[src/rtl/core/lbc_pkg.sv]
// Package for the LRU block buffer cache: field widths, codes and the
// structs shared between the cells, the controller and the top level.
// No dependencies.
`default_nettype none

package lbc_pkg;

    localparam int DEV_W = 8;
    localparam int BLK_W = 32;
    localparam int IDX_W = 5;
    localparam int CNT_W = 8;

    localparam logic [CNT_W-1:0] COUNT_MAX = 8'hFF;

    typedef enum logic [1:0] {
        ACT_READ    = 2'd0,
        ACT_RELEASE = 2'd1,
        ACT_PIN     = 2'd2,
        ACT_UNPIN   = 2'd3
    } action_t;

    typedef enum logic [1:0] {
        ST_OK     = 2'd0,
        ST_NOFREE = 2'd1,
        ST_UNDER  = 2'd2,
        ST_SAT    = 2'd3
    } status_t;

    typedef enum logic {
        S_IDLE = 1'b0,
        S_PICK = 1'b1
    } state_t;

    // Contents of one buffer entry, apart from its entry number.
    typedef struct packed {
        logic [DEV_W-1:0] dev;
        logic [BLK_W-1:0] blk;
        logic             valid;
        logic [CNT_W-1:0] count;
    } entry_t;

    // Command broadcast from the controller to every cell.
    typedef struct packed {
        logic capture;
        logic write;
        logic shift;
    } cell_cmd_t;

    // Per-cell compare results, registered when a request is captured.
    typedef struct packed {
        logic hit;
        logic idm;
        logic free;
    } cell_flag_t;

    // One result item.
    typedef struct packed {
        logic [IDX_W-1:0] granted_entry;
        logic             was_hit;
        logic             fill_needed;
        logic [1:0]       status;
    } rsp_t;

endpackage

`default_nettype wire

[src/rtl/core/lbc_cell.sv]
// One recency position of the buffer cache: holds an entry and its number,
// compares it against a captured request and takes data from its neighbor.
// Depends on lbc_pkg.
`default_nettype none

module lbc_cell #(
    parameter int             IW     = 5,
    parameter logic [IW-1:0]  POS    = '0,
    parameter logic [IW-1:0]  RST_ID = '0
) (
    input  wire                              clk,
    input  wire                              rst_n,
    input  wire  lbc_pkg::cell_cmd_t         cmd,
    input  wire  [IW-1:0]                    sel,
    input  wire  lbc_pkg::entry_t            new_ent,
    input  wire  [IW-1:0]                    new_id,
    input  wire  lbc_pkg::entry_t            left_ent,
    input  wire  [IW-1:0]                    left_id,
    input  wire  [lbc_pkg::DEV_W-1:0]        dev,
    input  wire  [lbc_pkg::BLK_W-1:0]        blk,
    input  wire  [lbc_pkg::IDX_W-1:0]        idx,
    output lbc_pkg::entry_t                  ent,
    output logic [IW-1:0]                    id,
    output lbc_pkg::cell_flag_t              flag
);

    localparam int CW = (IW > lbc_pkg::IDX_W) ? IW : lbc_pkg::IDX_W;

    lbc_pkg::entry_t     ent_reg, ent_next;
    logic [IW-1:0]       id_reg, id_next;
    lbc_pkg::cell_flag_t flag_reg, flag_next;
    logic [CW-1:0]       id_x, idx_x;
    logic                take_new, take_left;

    assign id_x  = CW'(id_reg);
    assign idx_x = CW'(idx);

    // A shift moves every position up to the selected one back by one place,
    // with the updated entry entering at the front.
    assign take_new  = (cmd.shift && (POS == '0)) || (cmd.write && (sel == POS));
    assign take_left = cmd.shift && (POS != '0) && (POS <= sel);

    always_comb
    begin
        ent_next  = ent_reg;
        id_next   = id_reg;
        flag_next = flag_reg;
        if (take_new)
        begin
            ent_next = new_ent;
            id_next  = new_id;
        end
        else if (take_left)
        begin
            ent_next = left_ent;
            id_next  = left_id;
        end
        // Compare against the incoming request while the state is settled.
        if (cmd.capture)
        begin
            flag_next.hit  = (ent_reg.dev == dev) && (ent_reg.blk == blk);
            flag_next.idm  = (id_x == idx_x);
            flag_next.free = (ent_reg.count == '0);
        end
    end

    always_ff @(posedge clk or negedge rst_n)
    begin
        if (!rst_n)
        begin
            ent_reg  <= '0;
            id_reg   <= RST_ID;
            flag_reg <= '0;
        end
        else
        begin
            ent_reg  <= ent_next;
            id_reg   <= id_next;
            flag_reg <= flag_next;
        end
    end

    assign ent  = ent_reg;
    assign id   = id_reg;
    assign flag = flag_reg;

endmodule

`default_nettype wire

[config.mk]
export PLATFORM = sky130hd
export DESIGN_NAME = lbc_cell
export DESIGN_NICKNAME = d
export VERILOG_FILES = /design/src/rtl/core/lbc_pkg.sv /design/src/rtl/core/lbc_cell.sv
export SDC_FILE = /design/constraint.sdc
export NUM_CORES = 1
export LEC_CHECK = 0
export BUFFER_PORTS_ARGS = -buffer_cell sky130_fd_sc_hd__buf_2
export CORE_MARGIN = 4
export CORE_UTILIZATION = 35
export DETAILED_ROUTE_END_ITERATION = 8
export PLACE_DENSITY = 0.7
export SLEW_MARGIN = 10
export SYNTH_ARGS = -nofsm -noshare
export SYNTH_HDL_FRONTEND = slang
export SYNTH_SLANG_ARGS = --single-unit
[constraint.sdc]
create_clock -name clk -period 2.85 [get_ports clk]
set_clock_uncertainty 0.1 [all_clocks]
set_input_delay 0.4275 -clock clk [delete_from_list [all_inputs] [get_ports clk]]
set_output_delay 0.4275 -clock clk [all_outputs]
set_load 0.005 [all_outputs]
Word level (Yosys, flattened, before mapping):

Cells that the tools add are included.

* input port bits: 163
* bits in registers: 57
* word-level logic and storage cells: 16
* output and inout port bits: 57

* equal/unequal tests: 3
* reductions and logical operators: 5

Operator list (number)
* $eq A32 B32 Y1: 1
* $eq A8 B8 Y1: 1
* $logic_not A8 Y1: 1
* $eq A5 B5 Y1: 1
* $logic_not A5 Y1: 1
* $logic_and A1 B1 Y1: 2
* $logic_or A1 B1 Y1: 1

Longest topological paths before layout:

* word-level depth: 3
* gate-level depth with buffers: 4
* mapped depth without buffers: 4

Least setup slack after synthesis:

OpenSTA, ideal clock, no wires.

* kind: input to register
* start point: input sel[1]
* end point: register ent_reg (netlist bit ent[0])
* arrival time: 1.451 ns
* library setup time: 0.125 ns
* cell stages on the path: 4
* buffers on the path: 1
* required time: 2.625 ns
* path slack: 1.174 ns
* path through: nor4_2 a31oi_4 buf_6 mux2_4

* longest elaborated chain between the ends: 3

RTL lines
* from (decl): RTL line lbc_cell.sv:14 `input wire [IW-1:0] sel,`
* $logic_not A5 Y1: RTL line lbc_cell.sv:40 `assign take_new = (cmd.shift && (POS == '0)) || (cmd.write && (sel == POS));`
* $logic_and A1 B1 Y1: RTL line lbc_cell.sv:40
* $logic_or A1 B1 Y1: RTL line lbc_cell.sv:40
* to (signal assigned): RTL line lbc_cell.sv:77 `ent_reg <= ent_next;`
* to (decl): RTL line lbc_cell.sv:29 `lbc_pkg::entry_t ent_reg, ent_next;`

No other way between the ends.
A chain may end at the register's enable or synchronous reset.

Worst setup path after layout:

* start point: register ent_reg (netlist bit ent[46])
* end point: register flag_reg (netlist bit flag[2])

* longest elaborated chain between the ends: 2

RTL lines
* $eq A8 B8 Y1: RTL line lbc_cell.sv:61 `flag_next.hit = (ent_reg.dev == dev) && (ent_reg.blk == blk);`
* $logic_and A1 B1 Y1: RTL line lbc_cell.sv:61
* to (signal assigned): RTL line lbc_cell.sv:79 `flag_reg <= flag_next;`
* to (decl): RTL line lbc_cell.sv:31 `lbc_pkg::cell_flag_t flag_reg, flag_next;`

No other way between the ends.

==> results.tsv <==
stage	metric	value	unit
sta	Max-Slew Margin vs Limit	60.5	%
min_path	hold path startpoint	new_ent[6]	
pwr	PwrDens	521	mW/mm^2
yosys	Post-synth EDFFs	0	
final_layout	fin nets	529	
setup_path	r2r worst-path depth	4	
die	Initial Util	36.5	%
route	Routed WL	7040	um
global_routing	initial antenna violation count	1	
yosys	Async SR Flop Fraction	100	%
sta	fmax	0.614	GHz
yosys	top cells by area, synth	dfrtp_1 50%, mux2_4 26%, xor2_1 9.8%, xnor2_1 3.4%, nor4_1 2.2%	
setup_path	register-to-register setup slack	1.22	ns
place	post-DP HPWL	5590	um
setup_path	Critical Path Max Stage Delay	0.41	ns
clock_tree	Clock Sinks	57	
setup_path	Crit. End Element	register	
route	total number of vias	2159	
min_path	Min-Delay Path Class	in2reg	
yosys	cell accounting for the most synthesized area	dfrtp_1	
yosys	sequential share of the synthesized area	49.8	%
place	GPL Wtd Cong	0.826	
final_layout	area delta synth->final	38.8	%
yosys	Main synth FF type	dfrtp_1	
setup_path	CP max stage cell	dfrtp_1	
yosys	XOR/XNOR share of the synthesized area	13.2	%
die	core area	0.00785	mm^2
route	drt first pass iters	3	
setup_path	CP Data Required Time	2.99	ns
yosys	Cell Area, Synth	0.00286	mm^2
setup_path	crit-path cells	xor2_1 -> nor4_1 -> nand4_1 -> o31ai_1	
yosys	Adder-Cell Fraction of Synth Area	0	%
sta	Tightest Pin Transition	0.593	ns
clock_tree	Max H-tree Level	3	
yosys	commonest cells in the netlist	57 x dfrtp_1, 50 x mux2_4, 32 x xor2_1	
final_layout	share of cells above drive strength 1	64.7	%
clock_tree	CTS tree	built	
yosys	Synth Net Count	354	
die	Die Wd	98.4	um
global_routing	Total GRT Usage	14.5	%
global_routing	Overflow after GRT	0	
die	Die Area	0.00969	mm^2
setup_path	worst r2r dst	flag[2]	
sta	TNS Setup	0	ns
global_routing	first-pass GRT wire length	11200	um
place	number of port buffers	165	
final_layout	Inserted Diodes	0	
pwr	worst IR drop on VDD	0.212	mV
route	DRT iter0 DRCs	31	
setup_path	RR Startpoint	ent[46]	
die	# IOs	220	
clock_tree	clock-pin slew on the worst setup and hold paths	0.07	ns
setup_path	crit start category	register	
final_layout	max FFs per register	49	
die	row cnt	32	
final_layout	Design Area, Final	0.00397	mm^2
pwr	total power	2.07	mW
yosys	Synth Area per Inst	15.0	um^2
sta	Final setup viols	0	
final_layout	area occupied by multi-input gates	0.00136	mm^2
min_path	Hold Path Depth	2	
pwr	Lkg Pwr	2.06	nW
sta	final hold vios	0	
clock_tree	Root Buffer Master	clkbuf_8	
route	Avg Vias per Cell	4.56	
route	DRC violations left	0	
clock_tree	Clock Path Buffers	2	
die	chip height	98.4	um
yosys	Ys Warns	0	
final_layout	flip-flop and latch area	0.00143	mm^2
route	WL/cell	14.9	um
place	Placed Area	0.00378	mm^2
setup_path	CP arrival	1.77	ns
clock_tree	Clock Latency Late Sink	0.33	ns
setup_path	Crit Path Category	reg2reg	
yosys	Yosys top cell area share	49.8	%
sta	RSZ-0062 raised after global routing	false	
sta	fin crit share	57.1	%
yosys	largest family of logic cells by synthesized area	multiplexers	
global_routing	vias in the first global route	2324	
yosys	mux cell area share after synthesis	27.8	%
yosys	Distinct cells, synth	20	
route	Final ANT Viol Nets	0	
min_path	worst hold path endpoint	ent[6]	
run_status	outcome	completed	
yosys	compound-cell area share of the yosys netlist	2.01	%
job	Max-Cap Viols	0	
global_routing	largest net degree at the start of global routing	32	
setup_path	Critical Path Fanout Max	3	
sta	post-layout min period	1.63	ns
yosys	Synth Instances	191	
clock_tree	CTS buffer count	9	
yosys	count leader, synth	dfrtp_1	
yosys	Synth Register Bits	57	
yosys	Simple-Gate Fraction of Synth Area	4.59	%
final_layout	fillers	722	
clock_tree	setup bufs post-CTS	0	
sta	Slew Viols, Final	0	
[cell families (layout without fill, tap and decap cells)]
logic type | after synthesis | in the layout
buffers and inverters | 10 | 190
AND/OR/NAND/NOR | 21 | 21
AO/OA/AOI/OAI | 6 | 6
XOR/XNOR | 43 | 43
flip-flops | 57 | 57
multiplexers | 54 | 54
[repair_timing]
action	4_1_cts	5_1_grt
hold buffers	1	0
endpoints found under the setup margin	0	0
resized for setup	0	0
endpoints found under the hold margin	15	0
[placed cells by master, fill, tap and decap left out, types with 2 or more instances in the layout]
master and n:
nand2b_1 2, nand4_1 2, buf_2 165, mux2_4 50, nand3_1 4, nor4_1 10
buf_4 3, mux2_2 4, inv_1 5, dfrtp_1 57, xnor2_1 11, clkinvlp_4 4
clkbuf_8 10, xor2_1 32
[how the worst max path moves through the flow]
stage | from | to | slack [ns] | cells after the start
final | ent[46] | flag[2] | 1.22 | 4
after detailed placement | sel[1] | ent[41] | 0.92 | 5
after CTS | rst_n | ent[9] | 1.20 | 3
after global routing | rst_n | ent[47] | 1.10 | 3
after global placement | sel[1] | ent[48] | 0.95 | 5
after floorplan | sel[1] | ent[0] | 1.17 | 4
[worst max-delay path: cells and delay by family, from the launching register on]
family           cells  cell delay, ns
AND/OR/NAND/NOR      2            0.60
XOR/XNOR             1            0.15
AO/OA/AOI/OAI        1            0.28
flip-flops           1            0.41
[through the flow]
stage | utilization [%] | cells | hold WS [ns] | setup WS [ns]
after global routing | 50.6 | 473 | 0.196 | 1.10
after detailed placement | 48.2 | 456 | 0.364 | 0.920
after global placement | 48.2 | 456 | 0.362 | 0.953
final | 50.6 | 473 | 0.220 | 1.22
after floorplan | - | 191 | 0.0319 | 1.17
after CTS | 50.6 | 473 | 0.198 | 1.20
[per-layer routing]
layer	vias to the layer above	routed length (um)	global-route usage, %
met5	-	7	0
met4	2	105	5.67
met3	11	695	6.37
met2	105	3360	23.2
met1	1020	2870	17.3
li1	1021	-	-
[layout make-up]
type | instances | share of cell area [%]
timing repair buffer | 169 | 21.6
multi-input combinational | 124 | 34.3
clock buffer | 10 | 3.46
tap | 102 | 3.21
clock inverter | 6 | 1.10
sequential | 57 | 35.9
inverter | 5 | 0.472
[where the power goes]
group	switching [mW]	total (mW)	internal (mW)
sequential	0.0779	0.968	0.890
clock	0.332	0.669	0.338
combinational	0.161	0.434	0.273
total	0.570	2.07	1.50
No activity file was read; power rests on OpenSTA's default activity.
