<file path="config.mk">
export PLATFORM = sky130hd
export DESIGN_NAME = lbc_ctrl
export DESIGN_NICKNAME = d
export VERILOG_FILES = /design/src/rtl/core/lbc_pkg.sv /design/src/rtl/core/lbc_ctrl.sv
export SDC_FILE = /design/constraint.sdc
export NUM_CORES = 2
export LEC_CHECK = 0
export ABC_AREA = 0
export BUFFER_PORTS_ARGS = -buffer_cell sky130_fd_sc_hd__buf_2
export CORE_AREA = 2 2 757 759
export DETAILED_ROUTE_END_ITERATION = 8
export DIE_AREA = 0 0 759 761
export HOLD_SLACK_MARGIN = 0.1
export PLACE_DENSITY_LB_ADDON = 0.25
export SLEW_MARGIN = 20
export SYNTH_ARGS = -nofsm -noshare
export SYNTH_HDL_FRONTEND = slang
export SYNTH_SLANG_ARGS = --single-unit
</file>
<file path="constraint.sdc">
create_clock -name clk -period 9.5 [get_ports clk]
set_input_delay 0.475 -clock clk [delete_from_list [all_inputs] [get_ports clk]]
set_output_delay 0.475 -clock clk [all_outputs]
set_load 0.005 [all_outputs]
</file>
<file path="src/rtl/core/lbc_pkg.sv">
// Package for the LRU block buffer cache: field widths, codes and the
// structs shared between the cells, the controller and the top level.
// No dependencies.
`default_nettype none

package lbc_pkg;

    localparam int DEV_W = 8;
    localparam int BLK_W = 32;
    localparam int IDX_W = 5;
    localparam int CNT_W = 8;

    localparam logic [CNT_W-1:0] COUNT_MAX = 8'hFF;

    typedef enum logic [1:0] {
        ACT_READ    = 2'd0,
        ACT_RELEASE = 2'd1,
        ACT_PIN     = 2'd2,
        ACT_UNPIN   = 2'd3
    } action_t;

    typedef enum logic [1:0] {
        ST_OK     = 2'd0,
        ST_NOFREE = 2'd1,
        ST_UNDER  = 2'd2,
        ST_SAT    = 2'd3
    } status_t;

    typedef enum logic {
        S_IDLE = 1'b0,
        S_PICK = 1'b1
    } state_t;

    // Contents of one buffer entry, apart from its entry number.
    typedef struct packed {
        logic [DEV_W-1:0] dev;
        logic [BLK_W-1:0] blk;
        logic             valid;
        logic [CNT_W-1:0] count;
    } entry_t;

    // Command broadcast from the controller to every cell.
    typedef struct packed {
        logic capture;
        logic write;
        logic shift;
    } cell_cmd_t;

    // Per-cell compare results, registered when a request is captured.
    typedef struct packed {
        logic hit;
        logic idm;
        logic free;
    } cell_flag_t;

    // One result item.
    typedef struct packed {
        logic [IDX_W-1:0] granted_entry;
        logic             was_hit;
        logic             fill_needed;
        logic [1:0]       status;
    } rsp_t;

endpackage

`default_nettype wire

</file>
<file path="src/rtl/core/lbc_ctrl.sv">
// Controller of the buffer cache: request capture, priority pick over the
// cell flags, entry update, cell commands and the result register.
// Depends on lbc_pkg.
`default_nettype none

module lbc_ctrl #(
    parameter int ENTRIES = 32,
    parameter int IW      = 5
) (
    input  wire                           clk,
    input  wire                           rst_n,
    input  wire                           in_valid,
    output logic                          in_ready,
    input  wire  [1:0]                    in_action,
    input  wire  [lbc_pkg::DEV_W-1:0]     in_dev,
    input  wire  [lbc_pkg::BLK_W-1:0]     in_blk,
    input  wire  [lbc_pkg::IDX_W-1:0]     in_idx,
    input  wire  lbc_pkg::entry_t         cell_ent  [ENTRIES],
    input  wire  [IW-1:0]                 cell_id   [ENTRIES],
    input  wire  lbc_pkg::cell_flag_t     cell_flag [ENTRIES],
    output lbc_pkg::cell_cmd_t            cmd,
    output logic [IW-1:0]                 sel,
    output lbc_pkg::entry_t               new_ent,
    output logic [IW-1:0]                 new_id,
    output logic                          out_valid,
    input  wire                           out_ready,
    output lbc_pkg::rsp_t                 out_rsp
);

    localparam int CW = (IW > lbc_pkg::IDX_W) ? IW : lbc_pkg::IDX_W;

    lbc_pkg::state_t           state_reg, state_next;
    logic [1:0]                action_reg, action_next;
    logic [lbc_pkg::DEV_W-1:0] dev_reg, dev_next;
    logic [lbc_pkg::BLK_W-1:0] blk_reg, blk_next;
    logic [lbc_pkg::IDX_W-1:0] idx_reg, idx_next;
    logic                      out_valid_reg, out_valid_next;
    lbc_pkg::rsp_t             rsp_reg, rsp_next;

    logic                      hit_any, free_any, id_any;
    logic [IW-1:0]             hit_pos, free_pos, id_pos;
    lbc_pkg::entry_t           cur;
    logic [IW-1:0]             cur_id;
    logic [CW-1:0]             cur_id_x;
    logic                      commit, accept;
    logic                      do_write, do_shift;
    lbc_pkg::rsp_t             res;

    assign in_ready = (state_reg == lbc_pkg::S_IDLE);
    assign accept   = in_valid && in_ready;
    assign commit   = (state_reg == lbc_pkg::S_PICK) && (!out_valid_reg || out_ready);

    // Priority pick: first hit from the front, first free entry from the back.
    always_comb
    begin
        hit_any  = 1'b0;
        free_any = 1'b0;
        id_any   = 1'b0;
        hit_pos  = '0;
        free_pos = '0;
        id_pos   = '0;
        for (int i = ENTRIES - 1; i >= 0; i--)
        begin
            if (cell_flag[i].hit)
            begin
                hit_any = 1'b1;
                hit_pos = IW'(i);
            end
        end
        for (int i = 0; i < ENTRIES; i++)
        begin
            if (cell_flag[i].free)
            begin
                free_any = 1'b1;
                free_pos = IW'(i);
            end
            if (cell_flag[i].idm)
            begin
                id_any = 1'b1;
                id_pos = IW'(i);
            end
        end
    end

    // Position chosen for the request, and that position's contents.
    always_comb
    begin
        if (lbc_pkg::action_t'(action_reg) == lbc_pkg::ACT_READ)
        begin
            sel = hit_any ? hit_pos : free_pos;
        end
        else
        begin
            sel = id_pos;
        end
    end

    assign cur      = cell_ent[sel];
    assign cur_id   = cell_id[sel];
    assign cur_id_x = CW'(cur_id);

    // Entry update and result for the captured request.
    always_comb
    begin
        new_ent           = cur;
        new_id            = cur_id;
        do_write          = 1'b0;
        do_shift          = 1'b0;
        res.granted_entry = idx_reg;
        res.was_hit       = 1'b0;
        res.fill_needed   = 1'b0;
        res.status        = lbc_pkg::ST_OK;
        case (lbc_pkg::action_t'(action_reg))
            lbc_pkg::ACT_READ:
            begin
                res.granted_entry = '0;
                if (hit_any)
                begin
                    res.granted_entry = cur_id_x[lbc_pkg::IDX_W-1:0];
                    res.was_hit       = 1'b1;
                    if (cur.count == lbc_pkg::COUNT_MAX)
                    begin
                        res.status = lbc_pkg::ST_SAT;
                    end
                    else
                    begin
                        new_ent.count   = cur.count + 1'b1;
                        new_ent.valid   = 1'b1;
                        res.fill_needed = !cur.valid;
                        do_write        = 1'b1;
                    end
                end
                else if (free_any)
                begin
                    res.granted_entry = cur_id_x[lbc_pkg::IDX_W-1:0];
                    res.fill_needed   = 1'b1;
                    new_ent.dev       = dev_reg;
                    new_ent.blk       = blk_reg;
                    new_ent.valid     = 1'b1;
                    new_ent.count     = lbc_pkg::CNT_W'(1);
                    do_write          = 1'b1;
                end
                else
                begin
                    res.status = lbc_pkg::ST_NOFREE;
                end
            end
            lbc_pkg::ACT_PIN:
            begin
                if (id_any)
                begin
                    if (cur.count == lbc_pkg::COUNT_MAX)
                    begin
                        res.status = lbc_pkg::ST_SAT;
                    end
                    else
                    begin
                        new_ent.count = cur.count + 1'b1;
                        do_write      = 1'b1;
                    end
                end
            end
            lbc_pkg::ACT_RELEASE, lbc_pkg::ACT_UNPIN:
            begin
                if (id_any)
                begin
                    if (cur.count == '0)
                    begin
                        res.status = lbc_pkg::ST_UNDER;
                    end
                    else
                    begin
                        new_ent.count = cur.count - 1'b1;
                        // A release that frees the entry makes it most recent.
                        if ((lbc_pkg::action_t'(action_reg) == lbc_pkg::ACT_RELEASE)
                            && (cur.count == lbc_pkg::CNT_W'(1)))
                        begin
                            do_shift = 1'b1;
                        end
                        else
                        begin
                            do_write = 1'b1;
                        end
                    end
                end
            end
            default:
            begin
                res.status = lbc_pkg::ST_OK;
            end
        endcase
    end

    assign cmd.capture = accept;
    assign cmd.write   = commit && do_write;
    assign cmd.shift   = commit && do_shift;

    // Next state, request capture and result register.
    always_comb
    begin
        state_next     = state_reg;
        action_next    = action_reg;
        dev_next       = dev_reg;
        blk_next       = blk_reg;
        idx_next       = idx_reg;
        out_valid_next = out_valid_reg;
        rsp_next       = rsp_reg;
        if (out_valid_reg && out_ready)
        begin
            out_valid_next = 1'b0;
        end
        case (state_reg)
            lbc_pkg::S_IDLE:
            begin
                if (accept)
                begin
                    action_next = in_action;
                    dev_next    = in_dev;
                    blk_next    = in_blk;
                    idx_next    = in_idx;
                    state_next  = lbc_pkg::S_PICK;
                end
            end
            lbc_pkg::S_PICK:
            begin
                if (commit)
                begin
                    rsp_next       = res;
                    out_valid_next = 1'b1;
                    state_next     = lbc_pkg::S_IDLE;
                end
            end
            default:
            begin
                state_next = lbc_pkg::S_IDLE;
            end
        endcase
    end

    always_ff @(posedge clk or negedge rst_n)
    begin
        if (!rst_n)
        begin
            state_reg     <= lbc_pkg::S_IDLE;
            out_valid_reg <= 1'b0;
        end
        else
        begin
            state_reg     <= state_next;
            out_valid_reg <= out_valid_next;
        end
    end

    always_ff @(posedge clk)
    begin
        action_reg <= action_next;
        dev_reg    <= dev_next;
        blk_reg    <= blk_next;
        idx_reg    <= idx_next;
        rsp_reg    <= rsp_next;
    end

    assign out_valid = out_valid_reg;
    assign out_rsp   = rsp_reg;

endmodule

`default_nettype wire

</file>
# After elaboration in Yosys (flattened, before gate mapping)
# Cells that the tools add are included.
totals:
  reg_bits: 58
  wordCells: 272
classes:
  addsub: 2
  magnitude_cmp: 1
  n_eq_ne: 5
  mux: 238
  bitwise: 2
  n_reduce_logical: 14
op_table:
  columns: ["op", "count"]
  rows:
  - ["$mux W5", 98]
  - ["$bmux W49 S5", 1]
  - ["$mux W49", 3]
  - ["$mux W1", 117]
  - ["$mux W41", 1]
  - ["$mux W40", 1]
  - ["$mux W8", 4]
  - ["$bmux W5 S5", 1]
  - ["$pmux W8 S3", 1]
  - ["$mux W9", 2]
  - ["$add A8 B1 Y8 const B", 1]
  - ["$eq A8 B1 Y1 const B", 1]
  - ["$eq A8 B8 Y1 const B", 1]
  - ["$logic_not A8 Y1", 1]
  - ["$mux W2", 4]
  - ["$sub A8 B1 Y8 const B", 1]
  - ["$mux W7", 1]
  - ["$ge A6 B6 Y1 const B", 1]
  - ["$logic_and A1 B1 Y1", 6]
  - ["$not A5 Y6", 1]
  - ["$pmux W2 S3", 1]
  - ["$eq A2 B2 Y1 const B", 2]
  - ["$reduce_and A2 Y1", 2]
  - ["$mux W3", 1]
  - ["other kinds (8)", 9]

# Logic depth before layout (Yosys ltp)
depth:
  depth_word: 45
  mapped_depth: 26

# Worst setup path before layout
# Ideal clock, no wire load.
synth_timing:
  path_type: "in2out"
  start: "in cell_flag[11] (netlist name)"
  end: "out new_ent[3] (netlist name)"
  arrival_ns: 4.657
  t_required_ns: 9.025
  setup_slack_ns: 4.368
  stages: 22
  n_path_buf: 5
  path_cell_list: "o311ai_1 a311oi_1 or4_4 a31o_4 inv_4 buf_12 buf_12 buf_12 buf_12 buf_6 mux4_2 a21oi_1 nor4b_1 a41oi_1 nand2_1 inv_1 ha_1 nand4_4 nor4_4 or4_1 nand3_1 and3_1"
synth_rtl:
  columns: ["element", "line", "source"]
  rows:
  - ["from (decl)", "lbc_ctrl.sv:20", "input wire lbc_pkg::cell_flag_t cell_flag [ENTRIES],"]
  - ["to (decl)", "lbc_ctrl.sv:23", "output lbc_pkg::entry_t new_ent,"]

==> results.yml <==
synth:
  synth_cells: 3986
  ys_ff_latch: 58
  syn-cell-area_um2: 21400
  yosysSeqAreaShare_pct: 8.09
  synth_adder_area_share_pct: 0.234
  synth_top_area_cell: "nand2_1"
  synth_compound_area_share_pct: 18.0
  ys_types: 93
  synth_simple_gate_area_share_pct: 59.1
  synth_top_family_by_area: "simple AND/OR/NAND/NOR gates"
  syn-num-nets: 5865
  synth_top_flop_cell: "edfxtp_1"
  yosys-top-cells-area: "nand2_1, nand3_1, edfxtp_1, a311oi_1, clkbuf_1"
  yosysWarningCount: 0
  synth_enable_flop_cells: 56
  synth_xor_area_share_pct: 0.123
  synth_mux_area_share_pct: 5.73
  async_flop_share_pct: 3.45
  syn_area_per_cell_um2: 5.37
  synth_top_cell_area_share_pct: 28.1
sta:
  hold_viol_final: 0
  rsz0062_at_grt: "no"
  final.min_clock_period_ns: 8.21
  tightest_slew_ns: 1.33
  clock_skew_ns: 0.0582
  fin_tns_setup_ns: 0
  post-route-period-util_pct: 86.5
  slew_headroom_pct: 10.9
  setup_viol: 0
  fin_ws_ns: 1.29
  max_freq_ghz: 0.122
  slew_violations: 0
layout:
  fin_area_um2: 41600
  n_fill_cell: 68500
  area_growth_pct: 94.5
  largest_reg_flops: 32
  drive_above_1_share_pct: 38.1
  nets: 7609
setup_path:
  cp.arrival_ns: 7.74
  cp.required_ns: 9.03
  start_kind: "input pin"
  cp_max_fo: 86
  worstSetupPathType: "input pin to primary output"
  cp-end-kind: "primary output"
placement:
  placed_area_um2: 40300
  pre_cts_ws_ns: 1.19
  hpwl_um: 361000
  portBuffers: 1947
  gp_congestion: 0.972
routing:
  dr.pass1.iters: 6
  drc: 0
  vias: 40400
  viasPerCell: 2.99
  first_iter_violations: 3422
  ant_nets: 0
  post_drt_wl_per_cell_um: 29.9
  drt_wl_total_um: 403000
die:
  die_area_um2: 578000
  chipHeight_um: 761
  rows: 278
  start_util_pct: 3.75
  coreArea_um2: 570000
  num_io_pins: 1948
  die_w_um: 759
clock_network:
  cts_root_buf: "clkbuf_16"
  clk-insertion-delay-late_ns: 0.60
  ctsLongestPathBuffers: 3
  clock-sinks: 58
  clk_pin_slew_ns: 0.09
  cts_buffers: 13
  ctsHtreeMaxLevel: 3
  cts_setup_buffers: 0
  cts_tree: "built"
  cts_resized: 0
global_routing:
  grt-ovfl-total: 0
  grt_max_degree: 155
  grt_pass1_wl_um: 484000
  grt_pass1_vias: 38600
  track_usage_pct: 13.3
  antenna_found_initial: 474
power_and_ir_drop:
  p_per_area_nw_per_um2: 91.0
  leakagePower_nw: 17.4
  peakVddDrop_v: 0.0000905
status:
  status: "finished, final reports clean"
flow_run:
  timing.max_cap.violations: 0
min_path:
  hold_path_class: "input pin to register"
[cell usage after synthesis, types with 7 or more instances]
cell type  number
o31a_1         12
a221oi_1       11
o21ai_1         8
nor2b_1         8
and3_1        103
nor2_1        101
a21oi_1       133
a211oi_1       25
o22ai_1        21
buf_6           8
o21ai_0        24
clkbuf_1      224
nor3_1         17
or4_1           9
buf_1          38
inv_1          33
a311oi_1      142
mux4_2         15
o31ai_1         7
a31oi_1        50
o221ai_1       16
nor4_1         25
buf_4           8
o211ai_1       14
or3_1           9
a21o_1         11
nand2_1      1605
nand2b_1       10
edfxtp_1       56
nand3_1       945
mux2i_1        82
buf_2          96
[area by class of cell]
class                   count  area [µm²]  area share [%]
inverters                  37         175           0.421
flip-flops and latches     58        1730            4.16
repair buffers           2108       11300            27.1
multi-input cells        3512       18100            43.6
diodes                    195         488            1.17
well taps                7560        9460            22.7
clock inverters             3        37.5          0.0901
clock buffers              13         325           0.781
[routing by layer]
metal	global-route usage, %	part of all wire (%)
met2	23.7	50
met5	0	0.24
met3	4.22	8.4
met4	5.95	4.8
met1	14.3	36
[placed cells by master, fill, tap and decap left out, types with 48 or more instances in the layout]
cell              n
dlygate4sd3_1    48
mux2i_1          81
nor2_1          100
a21oi_1         131
buf_4            95
nand2_1        1603
a311oi_1        109
edfxtp_1         56
buf_2          1947
a31oi_1          48
diode_2         195
nand3_1         944
and3_1          103
[power by group]
part           switching (W)  internal, W
Clock               0.000246     0.000272
Sequential        0.00000914     0.000310
Combinational        0.00204     0.000911
[logic make-up after synthesis]
group,count (synthesis)
AOI/OAI and AO/OA,531
xor gates and xnor gates,3
adders and majority gates,4
buffers and inverters,416
DFF,58
muxes,101
and+or+nand+nor,2873
[metrics by stage]
step                hold slack (ns)  std cells  power [W]  utilization (%)
floorplan                     0.179       3986    0.00154                -
global placement              0.266      13200    0.00335             7.06
detailed placement            0.265      13200    0.00334             7.07
CTS                           0.145      13300    0.00395             7.22
global route                  0.193      13400    0.00407             7.28
finish                        0.235      13500    0.00379             7.30
[worst paths after layout]
kind	slack, ns	endpoint	from	cells after the start
setup / recovery	1.29	new_ent[0]	cell_flag[11]	22
hold / removal	0.24	out_valid	out_ready	3
setup reg to reg	2.50	out_rsp[0]	action_reg[0]	18
hold reg to reg	0.54	out_rsp[7]	idx_reg[3]	2
max in group asynchronous	9.09	out_valid	rst_n	2
min in group asynchronous	0.32	state_reg	rst_n	2
[worst max-delay path, stage by stage]
cell and delay, ns:
buf_2 0.12, nor4_1 0.67, nand4_1 0.36, nor2_2 0.69
o221ai_2 0.29, a31o_4 0.44, inv_16 0.35, buf_12 0.39
nand2_1 0.11, a21oi_1 0.51, nor4_2 0.20, a211oi_2 0.62
nand2_1 0.37, inv_1 0.15, ha_1 0.25, nand4_4 0.13
nor4_4 0.31, buf_4 0.27, o31a_1 0.16, o22ai_1 0.08
o21ai_1 0.37, buf_2 0.20
[repair_timing]
item	in CTS	in global routing
setup endpoints to repair	0	0
hold buffers	48	0
hold endpoints to repair	49	0
(Power assumes the default switching activity.)
